<file path="src/rtl/psl_pkg.sv">
package psl_pkg;

   localparam int LIMIT_W = 8;

   typedef enum logic [2:0] {
      ST_IDLE,
      ST_FILL,
      ST_OUTER_RD,
      ST_OUTER_CHK,
      ST_MARK,
      ST_SCAN_RD,
      ST_SCAN_CHK,
      ST_FLUSH
   } psl_state_type;

   // controller to datapath
   typedef struct packed {
      logic load;
      logic fill;
      logic i_init;
      logic i_read;
      logic i_next;
      logic j_init;
      logic mark;
      logic scan_init;
      logic scan_read;
      logic take;
      logic v_next;
      logic flush;
   } psl_cmd_type;

   // datapath to controller
   typedef struct packed {
      logic fill_done;
      logic n_small;
      logic sq_gt_n;
      logic j_gt_n;
      logic map_bit;
      logic scan_done;
      logic have_pending;
      logic out_free;
   } psl_status_type;

endpackage

</file>
<file path="src/rtl/psl_req_if.sv">
interface psl_req_if
   import psl_pkg::*;
   ();
   logic               valid;
   logic               ready;
   logic [LIMIT_W-1:0] limit;

   modport source (output valid, output limit, input ready);
   modport sink   (input valid, input limit, output ready);
endinterface

</file>
<file path="src/rtl/psl_rsp_if.sv">
interface psl_rsp_if
   import psl_pkg::*;
   ();
   logic               valid;
   logic               ready;
   logic [LIMIT_W-1:0] prime_value;
   logic               last;

   modport source (output valid, output prime_value, output last, input ready);
   modport sink   (input valid, input prime_value, input last, output ready);
endinterface

</file>
<file path="src/rtl/psl_ram.sv">
module psl_ram #(
   parameter int WIDTH = 1,
   parameter int DEPTH = 256,
   parameter int ADDR_W = $clog2(DEPTH)
) (
   input  logic              clock,
   input  logic              wr_en,
   input  logic [ADDR_W-1:0] wr_addr,
   input  logic [WIDTH-1:0]  wr_data,
   input  logic              rd_en,
   input  logic [ADDR_W-1:0] rd_addr,
   output logic [WIDTH-1:0]  rd_data
);

   logic [WIDTH-1:0] mem_ff [DEPTH];
   logic [WIDTH-1:0] rd_data_ff;

   always_ff @(posedge clock) begin
      if (wr_en) begin
         mem_ff[wr_addr] <= wr_data;
      end
      if (rd_en) begin
         rd_data_ff <= mem_ff[rd_addr];
      end
   end

   assign rd_data = rd_data_ff;

endmodule

</file>
<file path="src/rtl/psl_ctrl.sv">
module psl_ctrl
   import psl_pkg::*;
(
   input  logic           clock,
   input  logic           reset,
   input  logic           req_valid,
   output logic           req_ready,
   input  psl_status_type status,
   output psl_cmd_type    cmd
);

   psl_state_type state_ff, state_in;

   always_ff @(posedge clock) begin
      if (reset) begin
         state_ff <= ST_IDLE;
      end else begin
         state_ff <= state_in;
      end
   end

   // next state
   always_comb begin
      state_in = state_ff;
      unique case (state_ff)
         ST_IDLE: begin
            if (req_valid) state_in = ST_FILL;
         end
         ST_FILL: begin
            if (status.fill_done) begin
               state_in = status.n_small ? ST_IDLE : ST_OUTER_RD;
            end
         end
         ST_OUTER_RD: begin
            state_in = status.sq_gt_n ? ST_SCAN_RD : ST_OUTER_CHK;
         end
         ST_OUTER_CHK: begin
            state_in = status.map_bit ? ST_MARK : ST_OUTER_RD;
         end
         ST_MARK: begin
            if (status.j_gt_n) state_in = ST_OUTER_RD;
         end
         ST_SCAN_RD: begin
            state_in = ST_SCAN_CHK;
         end
         ST_SCAN_CHK: begin
            if (!(status.map_bit && status.have_pending && !status.out_free)) begin
               state_in = status.scan_done ? ST_FLUSH : ST_SCAN_RD;
            end
         end
         ST_FLUSH: begin
            if (!status.have_pending || status.out_free) state_in = ST_IDLE;
         end
         default: state_in = ST_IDLE;
      endcase
   end

   // outputs
   always_comb begin
      cmd       = '0;
      req_ready = 1'b0;
      unique case (state_ff)
         ST_IDLE: begin
            req_ready = 1'b1;
            cmd.load  = req_valid;
         end
         ST_FILL: begin
            cmd.fill   = 1'b1;
            cmd.i_init = status.fill_done && !status.n_small;
         end
         ST_OUTER_RD: begin
            cmd.scan_init = status.sq_gt_n;
            cmd.i_read    = !status.sq_gt_n;
         end
         ST_OUTER_CHK: begin
            cmd.j_init = status.map_bit;
            cmd.i_next = !status.map_bit;
         end
         ST_MARK: begin
            cmd.mark   = !status.j_gt_n;
            cmd.i_next = status.j_gt_n;
         end
         ST_SCAN_RD: begin
            cmd.scan_read = 1'b1;
         end
         ST_SCAN_CHK: begin
            if (!(status.map_bit && status.have_pending && !status.out_free)) begin
               cmd.take   = status.map_bit;
               cmd.v_next = !status.scan_done;
            end
         end
         ST_FLUSH: begin
            cmd.flush = status.have_pending && status.out_free;
         end
         default: begin
            cmd = '0;
         end
      endcase
   end

endmodule

</file>
<file path="src/rtl/psl_dpath.sv">
module psl_dpath
   import psl_pkg::*;
#(
   parameter int SAT_LIMIT = 255
) (
   input  logic               clock,
   input  logic               reset,
   input  psl_cmd_type        cmd,
   output psl_status_type     status,
   input  logic [LIMIT_W-1:0] req_limit,
   output logic               rsp_valid,
   input  logic               rsp_ready,
   output logic [LIMIT_W-1:0] rsp_prime_value,
   output logic               rsp_last
);

   localparam int MAP_DEPTH = SAT_LIMIT + 1;
   localparam int ADDR_W    = $clog2(MAP_DEPTH);

   logic [ADDR_W-1:0]   n_ff, n_in;
   logic [ADDR_W-1:0]   v_ff, v_in;
   logic [ADDR_W-1:0]   i_ff, i_in;
   logic [ADDR_W:0]     j_ff, j_in;
   logic [ADDR_W-1:0]   pend_ff, pend_in;
   logic                have_pend_ff, have_pend_in;
   logic                rsp_valid_ff, rsp_valid_in;
   logic [LIMIT_W-1:0]  rsp_value_ff, rsp_value_in;
   logic                rsp_last_ff, rsp_last_in;

   logic [2*ADDR_W-1:0] sq;
   logic [ADDR_W-1:0]   sat_n;
   logic                out_free;

   logic                wr_en;
   logic [ADDR_W-1:0]   wr_addr;
   logic                wr_data;
   logic                rd_en;
   logic [ADDR_W-1:0]   rd_addr;
   logic                rd_data;

   assign sat_n = (req_limit > LIMIT_W'(SAT_LIMIT)) ? ADDR_W'(SAT_LIMIT)
                                                     : ADDR_W'(req_limit);
   assign sq = {{ADDR_W{1'b0}}, i_ff} * {{ADDR_W{1'b0}}, i_ff};
   assign out_free = !rsp_valid_ff || rsp_ready;

   // bit map port steering
   assign wr_en   = cmd.fill || cmd.mark;
   assign wr_addr = cmd.fill ? v_ff : j_ff[ADDR_W-1:0];
   assign wr_data = cmd.fill && (v_ff >= ADDR_W'(2));
   assign rd_en   = cmd.i_read || cmd.scan_read;
   assign rd_addr = cmd.i_read ? i_ff : v_ff;

   psl_ram #(
      .WIDTH (1),
      .DEPTH (MAP_DEPTH)
   ) u_map (
      .clock   (clock),
      .wr_en   (wr_en),
      .wr_addr (wr_addr),
      .wr_data (wr_data),
      .rd_en   (rd_en),
      .rd_addr (rd_addr),
      .rd_data (rd_data)
   );

   always_comb begin
      n_in         = n_ff;
      v_in         = v_ff;
      i_in         = i_ff;
      j_in         = j_ff;
      pend_in      = pend_ff;
      have_pend_in = have_pend_ff;
      rsp_valid_in = rsp_valid_ff && !rsp_ready;
      rsp_value_in = rsp_value_ff;
      rsp_last_in  = rsp_last_ff;

      if (cmd.load) begin
         n_in         = sat_n;
         v_in         = '0;
         have_pend_in = 1'b0;
      end
      if (cmd.fill || cmd.v_next) v_in = v_ff + ADDR_W'(1);
      if (cmd.scan_init)          v_in = ADDR_W'(2);
      if (cmd.i_init)             i_in = ADDR_W'(2);
      if (cmd.i_next)             i_in = i_ff + ADDR_W'(1);
      if (cmd.j_init)             j_in = sq[ADDR_W:0];
      if (cmd.mark)               j_in = j_ff + {1'b0, i_ff};

      // one survivor is held back so the final one can be flagged
      if (cmd.take) begin
         if (have_pend_ff) begin
            rsp_valid_in = 1'b1;
            rsp_value_in = LIMIT_W'(pend_ff);
            rsp_last_in  = 1'b0;
         end
         pend_in      = v_ff;
         have_pend_in = 1'b1;
      end
      if (cmd.flush) begin
         rsp_valid_in = 1'b1;
         rsp_value_in = LIMIT_W'(pend_ff);
         rsp_last_in  = 1'b1;
         have_pend_in = 1'b0;
      end
   end

   always_ff @(posedge clock) begin
      if (reset) begin
         have_pend_ff <= 1'b0;
         rsp_valid_ff <= 1'b0;
      end else begin
         have_pend_ff <= have_pend_in;
         rsp_valid_ff <= rsp_valid_in;
      end
   end

   always_ff @(posedge clock) begin
      n_ff         <= n_in;
      v_ff         <= v_in;
      i_ff         <= i_in;
      j_ff         <= j_in;
      pend_ff      <= pend_in;
      rsp_value_ff <= rsp_value_in;
      rsp_last_ff  <= rsp_last_in;
   end

   assign status.fill_done    = (v_ff == n_ff);
   assign status.n_small      = (n_ff < ADDR_W'(2));
   assign status.sq_gt_n      = (sq > {{ADDR_W{1'b0}}, n_ff});
   assign status.j_gt_n       = (j_ff > {1'b0, n_ff});
   assign status.map_bit      = rd_data;
   assign status.scan_done    = (v_ff == n_ff);
   assign status.have_pending = have_pend_ff;
   assign status.out_free     = out_free;

   assign rsp_valid       = rsp_valid_ff;
   assign rsp_prime_value = rsp_value_ff;
   assign rsp_last        = rsp_last_ff;

endmodule

</file>
<file path="src/rtl/prime_sieve_lister.sv">
// Prime lister: each request carries an 8-bit limit n (saturated at MAX_LIMIT)
// and the block answers with every prime from 2 to n in ascending order, one
// response per prime, with last set on the final one; a limit below 2 gives no
// response at all. Requests are handled one at a time: req.ready is high only
// while the block is idle. The work runs on a single-port-write, single-port-
// read bit map of MAX_LIMIT+1 entries (capped at 256): the block takes the
// request, marks the map, steps the outer index from 2 to sqrt(n), clears
// the multiples of each prime it finds, scans the entries from 2 to n and
// then flags the final response; rsp.ready can hold off any response. The
// map port does one access of each kind per cycle. The next request is taken
// while the final response still sits in the output register, so a slow sink
// does not hold up the start of the next sieve.
module prime_sieve_lister
   import psl_pkg::*;
#(
   parameter int MAX_LIMIT = 255
) (
   input logic clock,
   input logic reset,
   psl_req_if.sink   req,
   psl_rsp_if.source rsp
);

   // limit field is 8 bits, so the map never needs more than 256 entries
   localparam int SAT_LIMIT = (MAX_LIMIT < 255) ? MAX_LIMIT : 255;

   psl_cmd_type    cmd;
   psl_status_type status;

   // sequencer: fill, sieve, scan, flush
   psl_ctrl u_ctrl (
      .clock     (clock),
      .reset     (reset),
      .req_valid (req.valid),
      .req_ready (req.ready),
      .status    (status),
      .cmd       (cmd)
   );

   // bit map, counters and the output register
   psl_dpath #(
      .SAT_LIMIT (SAT_LIMIT)
   ) u_dpath (
      .clock           (clock),
      .reset           (reset),
      .cmd             (cmd),
      .status          (status),
      .req_limit       (req.limit),
      .rsp_valid       (rsp.valid),
      .rsp_ready       (rsp.ready),
      .rsp_prime_value (rsp.prime_value),
      .rsp_last        (rsp.last)
   );

endmodule

</file>
<file path="src/flat_wrapper.sv">
// flat-port wrapper written by rule: the top's interface ports become plain ports
module prime_sieve_lister_flat import psl_pkg::*;
#(
   parameter int MAX_LIMIT = 255
)
  (clock, reset, req_valid, req_limit, req_ready, rsp_valid, rsp_prime_value, rsp_last, rsp_ready);
  psl_req_if req_i ();
  psl_rsp_if rsp_i ();
  input logic clock;
  input logic reset;
  input wire logic [$bits(req_i.valid)-1:0] req_valid;
  input wire logic [$bits(req_i.limit)-1:0] req_limit;
  output wire logic [$bits(req_i.ready)-1:0] req_ready;
  output wire logic [$bits(rsp_i.valid)-1:0] rsp_valid;
  output wire logic [$bits(rsp_i.prime_value)-1:0] rsp_prime_value;
  output wire logic [$bits(rsp_i.last)-1:0] rsp_last;
  input wire logic [$bits(rsp_i.ready)-1:0] rsp_ready;
  assign req_i.valid = req_valid;
  assign req_i.limit = req_limit;
  assign req_ready = req_i.ready;
  assign rsp_valid = rsp_i.valid;
  assign rsp_prime_value = rsp_i.prime_value;
  assign rsp_last = rsp_i.last;
  assign rsp_i.ready = rsp_ready;
  prime_sieve_lister #(.MAX_LIMIT(MAX_LIMIT)) u_core (.clock(clock), .reset(reset), .req(req_i), .rsp(rsp_i));
endmodule
</file>
<file path="config.mk">
export PLATFORM = sky130hd
export DESIGN_NAME = prime_sieve_lister_flat
export DESIGN_NICKNAME = d
export VERILOG_FILES = /design/src/rtl/psl_pkg.sv /design/src/rtl/psl_req_if.sv /design/src/rtl/psl_rsp_if.sv /design/src/rtl/psl_ram.sv /design/src/rtl/psl_ctrl.sv /design/src/rtl/psl_dpath.sv /design/src/rtl/prime_sieve_lister.sv /design/src/flat_wrapper.sv
export SDC_FILE = /design/constraint.sdc
export NUM_CORES = 1
export LEC_CHECK = 0
export ABC_CLOCK_PERIOD_IN_PS = 14500
export BUFFER_PORTS_ARGS = -buffer_cell sky130_fd_sc_hd__buf_4
export CAP_MARGIN = 15
export CORE_UTILIZATION = 55
export DETAILED_ROUTE_END_ITERATION = 12
export GPL_ROUTABILITY_DRIVEN = 0
export PLACE_DENSITY = 0.72
export SLEW_MARGIN = 20
export SYNTH_ARGS = -nofsm -noshare
export SYNTH_HDL_FRONTEND = slang
export SYNTH_SLANG_ARGS = --single-unit
</file>
<file path="constraint.sdc">
create_clock -name clock -period 14.5 [get_ports clock]
set_input_delay 2.9 -clock clock [delete_from_list [all_inputs] [get_ports clock]]
set_output_delay 2.9 -clock clock [all_outputs]
set_load 0.1 [all_outputs]
</file>
## Word-level counts from Yosys, hierarchy flattened

Memories as Yosys holds them, arrays and structs flattened. A register that Yosys moved wholly into a read port is not among the register bits.
Index checks and enable logic that the tools add are counted.

- Divide/modulo/power cells: 0
- Reductions and logical operators: 31
- Bitwise gates (word level): 0
- Add/subtract/negate cells: 3
- Equal/unequal tests: 13
- Magnitude comparators: 5
- Muxes and demuxes: 40
- Multiply operators: 1
- Shifts and indexed selects: 0

Operators with widths:

| cell | number |
|---|---|
| $mux 8 | 9 |
| $pmux 3 s8 | 1 |
| $mux 3 | 7 |
| $mux 9 | 2 |
| $add 8x1->8 const B | 2 |
| $gt 16x8->1 | 1 |
| $mul 8x8->16 | 1 |
| $mux 1 | 15 |
| $eq 3x3->1 const B | 4 |
| $reduce_bool 2->1 | 6 |
| $mux 2 | 5 |
| $ne 2x2->1 const B | 5 |
| $add 9x8->9 | 1 |
| $gt 9x8->1 | 1 |
| $logic_not 1->1 | 9 |
| $eq 8x8->1 | 1 |
| $ge 8x2->1 const B | 1 |
| $gt 8x8->1 const B | 1 |
| $lt 8x2->1 const B | 1 |
| $eq 3x2->1 const B | 2 |
| $logic_and 1x1->1 | 6 |
| $logic_or 1x1->1 | 5 |
| $reduce_and 5->1 | 1 |
| $reduce_and 2->1 | 2 |
| other kinds (4) | 4 |

- Register bits: 55
- RAM bits: 256
- Bits of input ports: 12
- Bits in latches: 0
- Memory bits (read-only): 0
- Word-level logic and storage cells: 104
- Output and inout bits: 11
- Memories kept: 1

Memory list:

| memory | words | bits a word | read ports | clocked after memory_dff | wr ports | line | RTL |
|---|---|---|---|---|---|---|---|
| u_core.u_dpath.u_map.mem_ff | 256 | 1 | 1 | 1 | 1 | psl_ram.sv:15 | `logic [WIDTH-1:0] mem_ff [DEPTH];` |

## Longest topological paths before layout

- Depth in word-level cells: 8
- Gate-level depth with buffers: 31

## Cells and area by module

From an unflattened synthesis, not the netlist that was laid out.

- Cells, all modules: 1319
- Area total of the unflattened synthesis: 16235.6 µm²

Modules (own cells, without submodules):

| module | times used | area each (µm²) | cells an instance |
|---|---|---|---|
| psl_ram | 1 | 11138.2 | 788 |
| psl_dpath | 1 | 4702.0 | 477 |
| psl_ctrl | 1 | 395.4 | 54 |

## Least setup slack after synthesis

No wires, ideal clock.

- Kind: register to register
- Start: reg u_core.u_dpath.v_ff[0]
- End: mem u_core.u_dpath.u_map.mem_ff[0] (data pin)
- Path buffers: 3
- Path slack: 4267 ps
- Stages on the path, launching flop included: 8
- Data arrival time: 8532 ps
- Period minus slack after synthesis: 10233 ps
- Required time: 12799 ps
- Cell sequence: dfxtp_1 -> clkbuf_1 -> inv_1 -> clkbuf_1 -> clkbuf_1 -> ha_1 -> nor3_1 -> a41oi_1

- Longest elaborated chain between the ends: 2

RTL lines:

| what | line | RTL |
|---|---|---|
| start: declaration | psl_dpath.sv:21 | `logic [ADDR_W-1:0] v_ff, v_in;` |
| start signal: assignment | psl_dpath.sv:119 | `v_ff <= v_in;` |
| $ge 8x2->1 | psl_dpath.sv:49 | `assign wr_data = cmd.fill && (v_ff >= ADDR_W'(2));` |
| $logic_and 1x1->1 | psl_dpath.sv:49 |  |
| named net u_core.u_dpath.u_map.wr_data | psl_ram.sv:9 | `input logic [WIDTH-1:0] wr_data,` |
| end: declaration | psl_ram.sv:15 |  |

The timed path passes the listed nets, and every way through them passes these cells.

## Worst setup path in the final report

- Start: reg u_core.u_dpath.i_ff[2]
- End: reg u_core.u_dpath.u_map.rd_data_ff (netlist: u_core.u_dpath.u_map.rd_data), read port of u_core.u_dpath.u_map.mem_ff (data pin)

- Longest elaborated chain between the ends: 5

RTL lines:

| what | line | RTL |
|---|---|---|
| start: declaration | psl_dpath.sv:22 | `logic [ADDR_W-1:0] i_ff, i_in;` |
| start signal: assignment | psl_dpath.sv:120 | `i_ff <= i_in;` |
| $mul 8x8->16 | psl_dpath.sv:43 | `assign sq = {{ADDR_W{1'b0}}, i_ff} * {{ADDR_W{1'b0}}, i_ff};` |
| $gt 16x8->1 | psl_dpath.sv:129 | `assign status.sq_gt_n = (sq > {{ADDR_W{1'b0}}, n_ff});` |
| $logic_not 1->1 | psl_ctrl.sv:73 | `cmd.i_read = !status.sq_gt_n;` |
| $mux 1 | psl_ctrl.sv:62 | `unique case (state_ff)` |
| $mux 8 / $logic_or 1x1->1 (equally long branches) | psl_dpath.sv:51, psl_dpath.sv:50 |  |
| end: declaration | psl_ram.sv:16 | `logic [WIDTH-1:0] rd_data_ff;` |

Several ways; a longest one is shown, not always the timed one.
A chain may end at the register's enable or synchronous reset.

==> impl_results.md <==
- DP Area: 18380 µm²
- Fill cell count: 2648
- TritonCTS clock tree: yes
- Site row count: 65
- Pwr per Cell Area: 184.9 nW/µm²
- Post-DP HPWL: 33630 µm
- Number of synthesized register bits: 312
- Post-synthesis cell area: 17950 µm²
- Total track usage: 31.67%
- Die ar.: 33360 µm²
- Routed Antenna Nets: 0
- Max-slew headroom: 21.00%
- Vias per cell: 6.660
- Post_cts resized: 0
- Minimum clock period: 9195 ps
- Drt pass-1 iters: 7
- Worst-Margin Slew: 1185 ps
- Ys async rst share: 0%
- Final period utilization: 63.41%
- Initial DRC count: 2156
- Antenna cells: 0
- Initial Util: 56.45%
- Largest net degree at the start of global routing: 253
- Clock skew: 20.23 ps
- Sinks on Clock Net: 312
- Startpoint types: flop
- Die width: 182.7 µm
- Sequential area share after synthesis: 51.42%
- Final setup vio count: 0
- Net count, final: 1782
- Core box area: 31800 µm²
- CTS root buf: clkbuf_16
- Syn Inst Count: 1728
- Final Max Slew Viols: 0
- VDD IR max: 181.1 µV
- FF+latch area: 9229 µm²
- CP required: 14760 ps
- Kind of end point of the critical path: flop
- TNS Setup: 0 ps
- Setup bufs post-CTS: 0
- Clock Latency Late Sink: 530 ps
- First-pass GRT wire length: 80300 µm
- Hold Path Class: flop to flop
- Netlist cell types: 89
- CP arrival: 9450 ps
- Multi-input logic area: 7971 µm²
- Vias in the first global route: 13.52k
- RSZ-0062 raised after global routing: no
- Status: finished clean
- DR vias: 14.31k
- Fraction of layout cells with a size suffix above 1: 8.406%
- CTS Hold Bufs: 0
- DRC: 0
- Syn-to-layout area delta: 8.685%
- # Max-Cap Violations: 0
- Detailed Route WL: 52490 µm
- Gr ovfl total: 0
- H-Tree Level Count: 2
- Yosys warnings: 0
- Hold slack: 420.3 ps
- TritonCTS Buffers: 34
- Static Leakage: 6.790 nW
- Post-synth EDFFs: 298
- Worst Path Max Fanout: 34
- Tot Pwr: 0.003607 W
- Final Hold Vio Count: 0
- Max clock buf depth: 3
- Number of I/O port buffers: 22
- Max frequency: 108.8 MHz
- CTS clk-pin slew, worst paths: 60 ps
- Initial antenna violation count: 0
- Main synth FF type: edfxtp_1
- Syn avg cell area: 10.39 µm²
- Die height: 182.7 µm
- Io pins: 23
- DR WL/cell: 24.44 µm
- Finished layout cell area: 19510 µm²
- WS Path Type: flop to flop
final timing paths:
path / from / end / slack (ps) / cells after the start
max: u_core.u_dpath.i_ff[2] / u_core.u_dpath.u_map.rd_data / 5310 / 27
min: u_core.u_dpath.pend_ff[4] / u_core.u_dpath.rsp_prime_value[4] / 420 / 0
max reg2reg: u_core.u_dpath.i_ff[2] / u_core.u_dpath.u_map.rd_data / 5310 / 27
min reg2reg: u_core.u_dpath.pend_ff[4] / u_core.u_dpath.rsp_prime_value[4] / 420 / 0
kinds of logic (layout without fill, tap and decap cells):
| group | Yosys count | after routing | share of synthesized area (%) |
|---|---|---|---|
| fa+ha+maj | 82 | 82 | 6.803 |
| flops | 312 | 312 | 51.42 |
| compound gates | 331 | 331 | 13.83 |
| buf+inv | 195 | 179 | 4.419 |
| simple gates | 710 | 710 | 18.12 |
| mux | 65 | 65 | 3.792 |
| xor+xnor | 32 | 32 | 1.603 |
| other cells | 1 | 2 | 0.02089 |
metal layers:
layer | share of wire, % | routed length (µm) | GRT usage (%)
met1 | 40 | 21120 | 44.06
met2 | 44 | 23300 | 48.03
met3 | 11 | 5922 | 6.685
met4 | 4.1 | 2149 | 13.71
met5 | 0 | 0 | 0
report_power, final:
group,internal [W],total (W),switching [W],leakage (nW)
logic,0.000529,0.00158,0.00105,3.37
clock network,0.000520,0.000882,0.000362,0.558
registers,0.00111,0.00115,0.0000379,2.86
worst max-delay path: stages, from the launching register on:
cell,delay (ps)
edfxtp_1,700
clkinv_1,460
nor2_1,270
ha_1,240
inv_1,70
fa_1,490
inv_1,50
ha_1,300
fa_1,520
fa_1,470
a21o_1,240
a21oi_1,190
xnor2_1,190
ha_1,310
a21oi_1,140
o21ai_0,100
o22a_1,190
nor4b_2,290
and4_1,650
a31oi_2,150
buf_4,280
nor2_4,500
buf_4,560
mux2_1,390
a32o_1,260
a311o_1,350
nor4_1,390
nor4_1,110
cells in the final DEF, fill, tap and decap left out, types with 12 or more instances in the layout:
cell	n
a2111oi_0	21
a211o_1	18
a211oi_1	12
a21oi_1	43
a311oi_1	16
a32oi_1	21
and2_1	21
and3_1	26
buf_4	48
clkbuf_16	35
dfxtp_1	14
edfxtp_1	298
fa_1	26
ha_1	56
inv_1	66
mux2_2	21
mux2i_1	41
nand2_1	151
nand2b_1	23
nand3_1	66
nand4_1	18
nor2_1	319
nor2b_1	12
nor3_1	18
nor4_1	13
o21ai_0	63
o311a_1	12
xnor2_1	15
xor2_1	15
synth_stat cells, drive strengths merged (22+ instances only):
| cell | n | share of area [%] |
|---|---|---|
| ha | 56 | 3.9 |
| inv | 66 | 1.4 |
| nor2 | 320 | 6.7 |
| edfxtp | 298 | 50 |
| clkbuf | 98 | 2.0 |
| and3 | 26 | 0.91 |
| fa | 26 | 2.9 |
| a21oi | 43 | 1.2 |
| nand2b | 23 | 0.80 |
| buf | 28 | 0.93 |
| nand2 | 151 | 3.2 |
| nand3 | 66 | 1.8 |
| mux2i | 41 | 2.3 |
| a2111oi | 22 | 1.2 |
| o21ai | 63 | 1.8 |
| mux2 | 24 | 1.5 |
through the flow:
step	std cells	setup slack, ps	utilization (%)
floorplan	1729	4267	-
global placement	2087	5749	57.81
detailed placement	2087	5478	57.81
CTS	2148	5466	61.35
global route	2148	4791	61.35
finish	2148	5305	61.35
state kept, by name, indices dropped and copies added (netlist names):
register / count
u_core.u_dpath.u_map.mem_ff: 256
u_core.u_dpath.j_ff: 9
u_core.u_dpath.i_ff: 8
u_core.u_dpath.n_ff: 8
u_core.u_dpath.pend_ff: 8
u_core.u_dpath.rsp_prime_value: 8
u_core.u_dpath.v_ff: 8
u_core.u_ctrl.state_ff: 3
u_core.u_dpath.have_pend_ff: 1
u_core.u_dpath.rsp_last: 1
u_core.u_dpath.rsp_valid: 1
u_core.u_dpath.u_map.rd_data: 1
layout make-up:
| type | instances | area share (%) |
|---|---|---|
| Clock buffer | 39 | 4.618 |
| Tap cell | 435 | 2.790 |
| Timing Repair Buffer | 49 | 1.950 |
| Sequential cell | 312 | 47.31 |
| Inverter | 69 | 1.328 |
| Multi-Input combinational cell | 1222 | 40.86 |
| Clock inverter | 22 | 1.148 |
No activity file was read; power rests on OpenSTA's default activity.
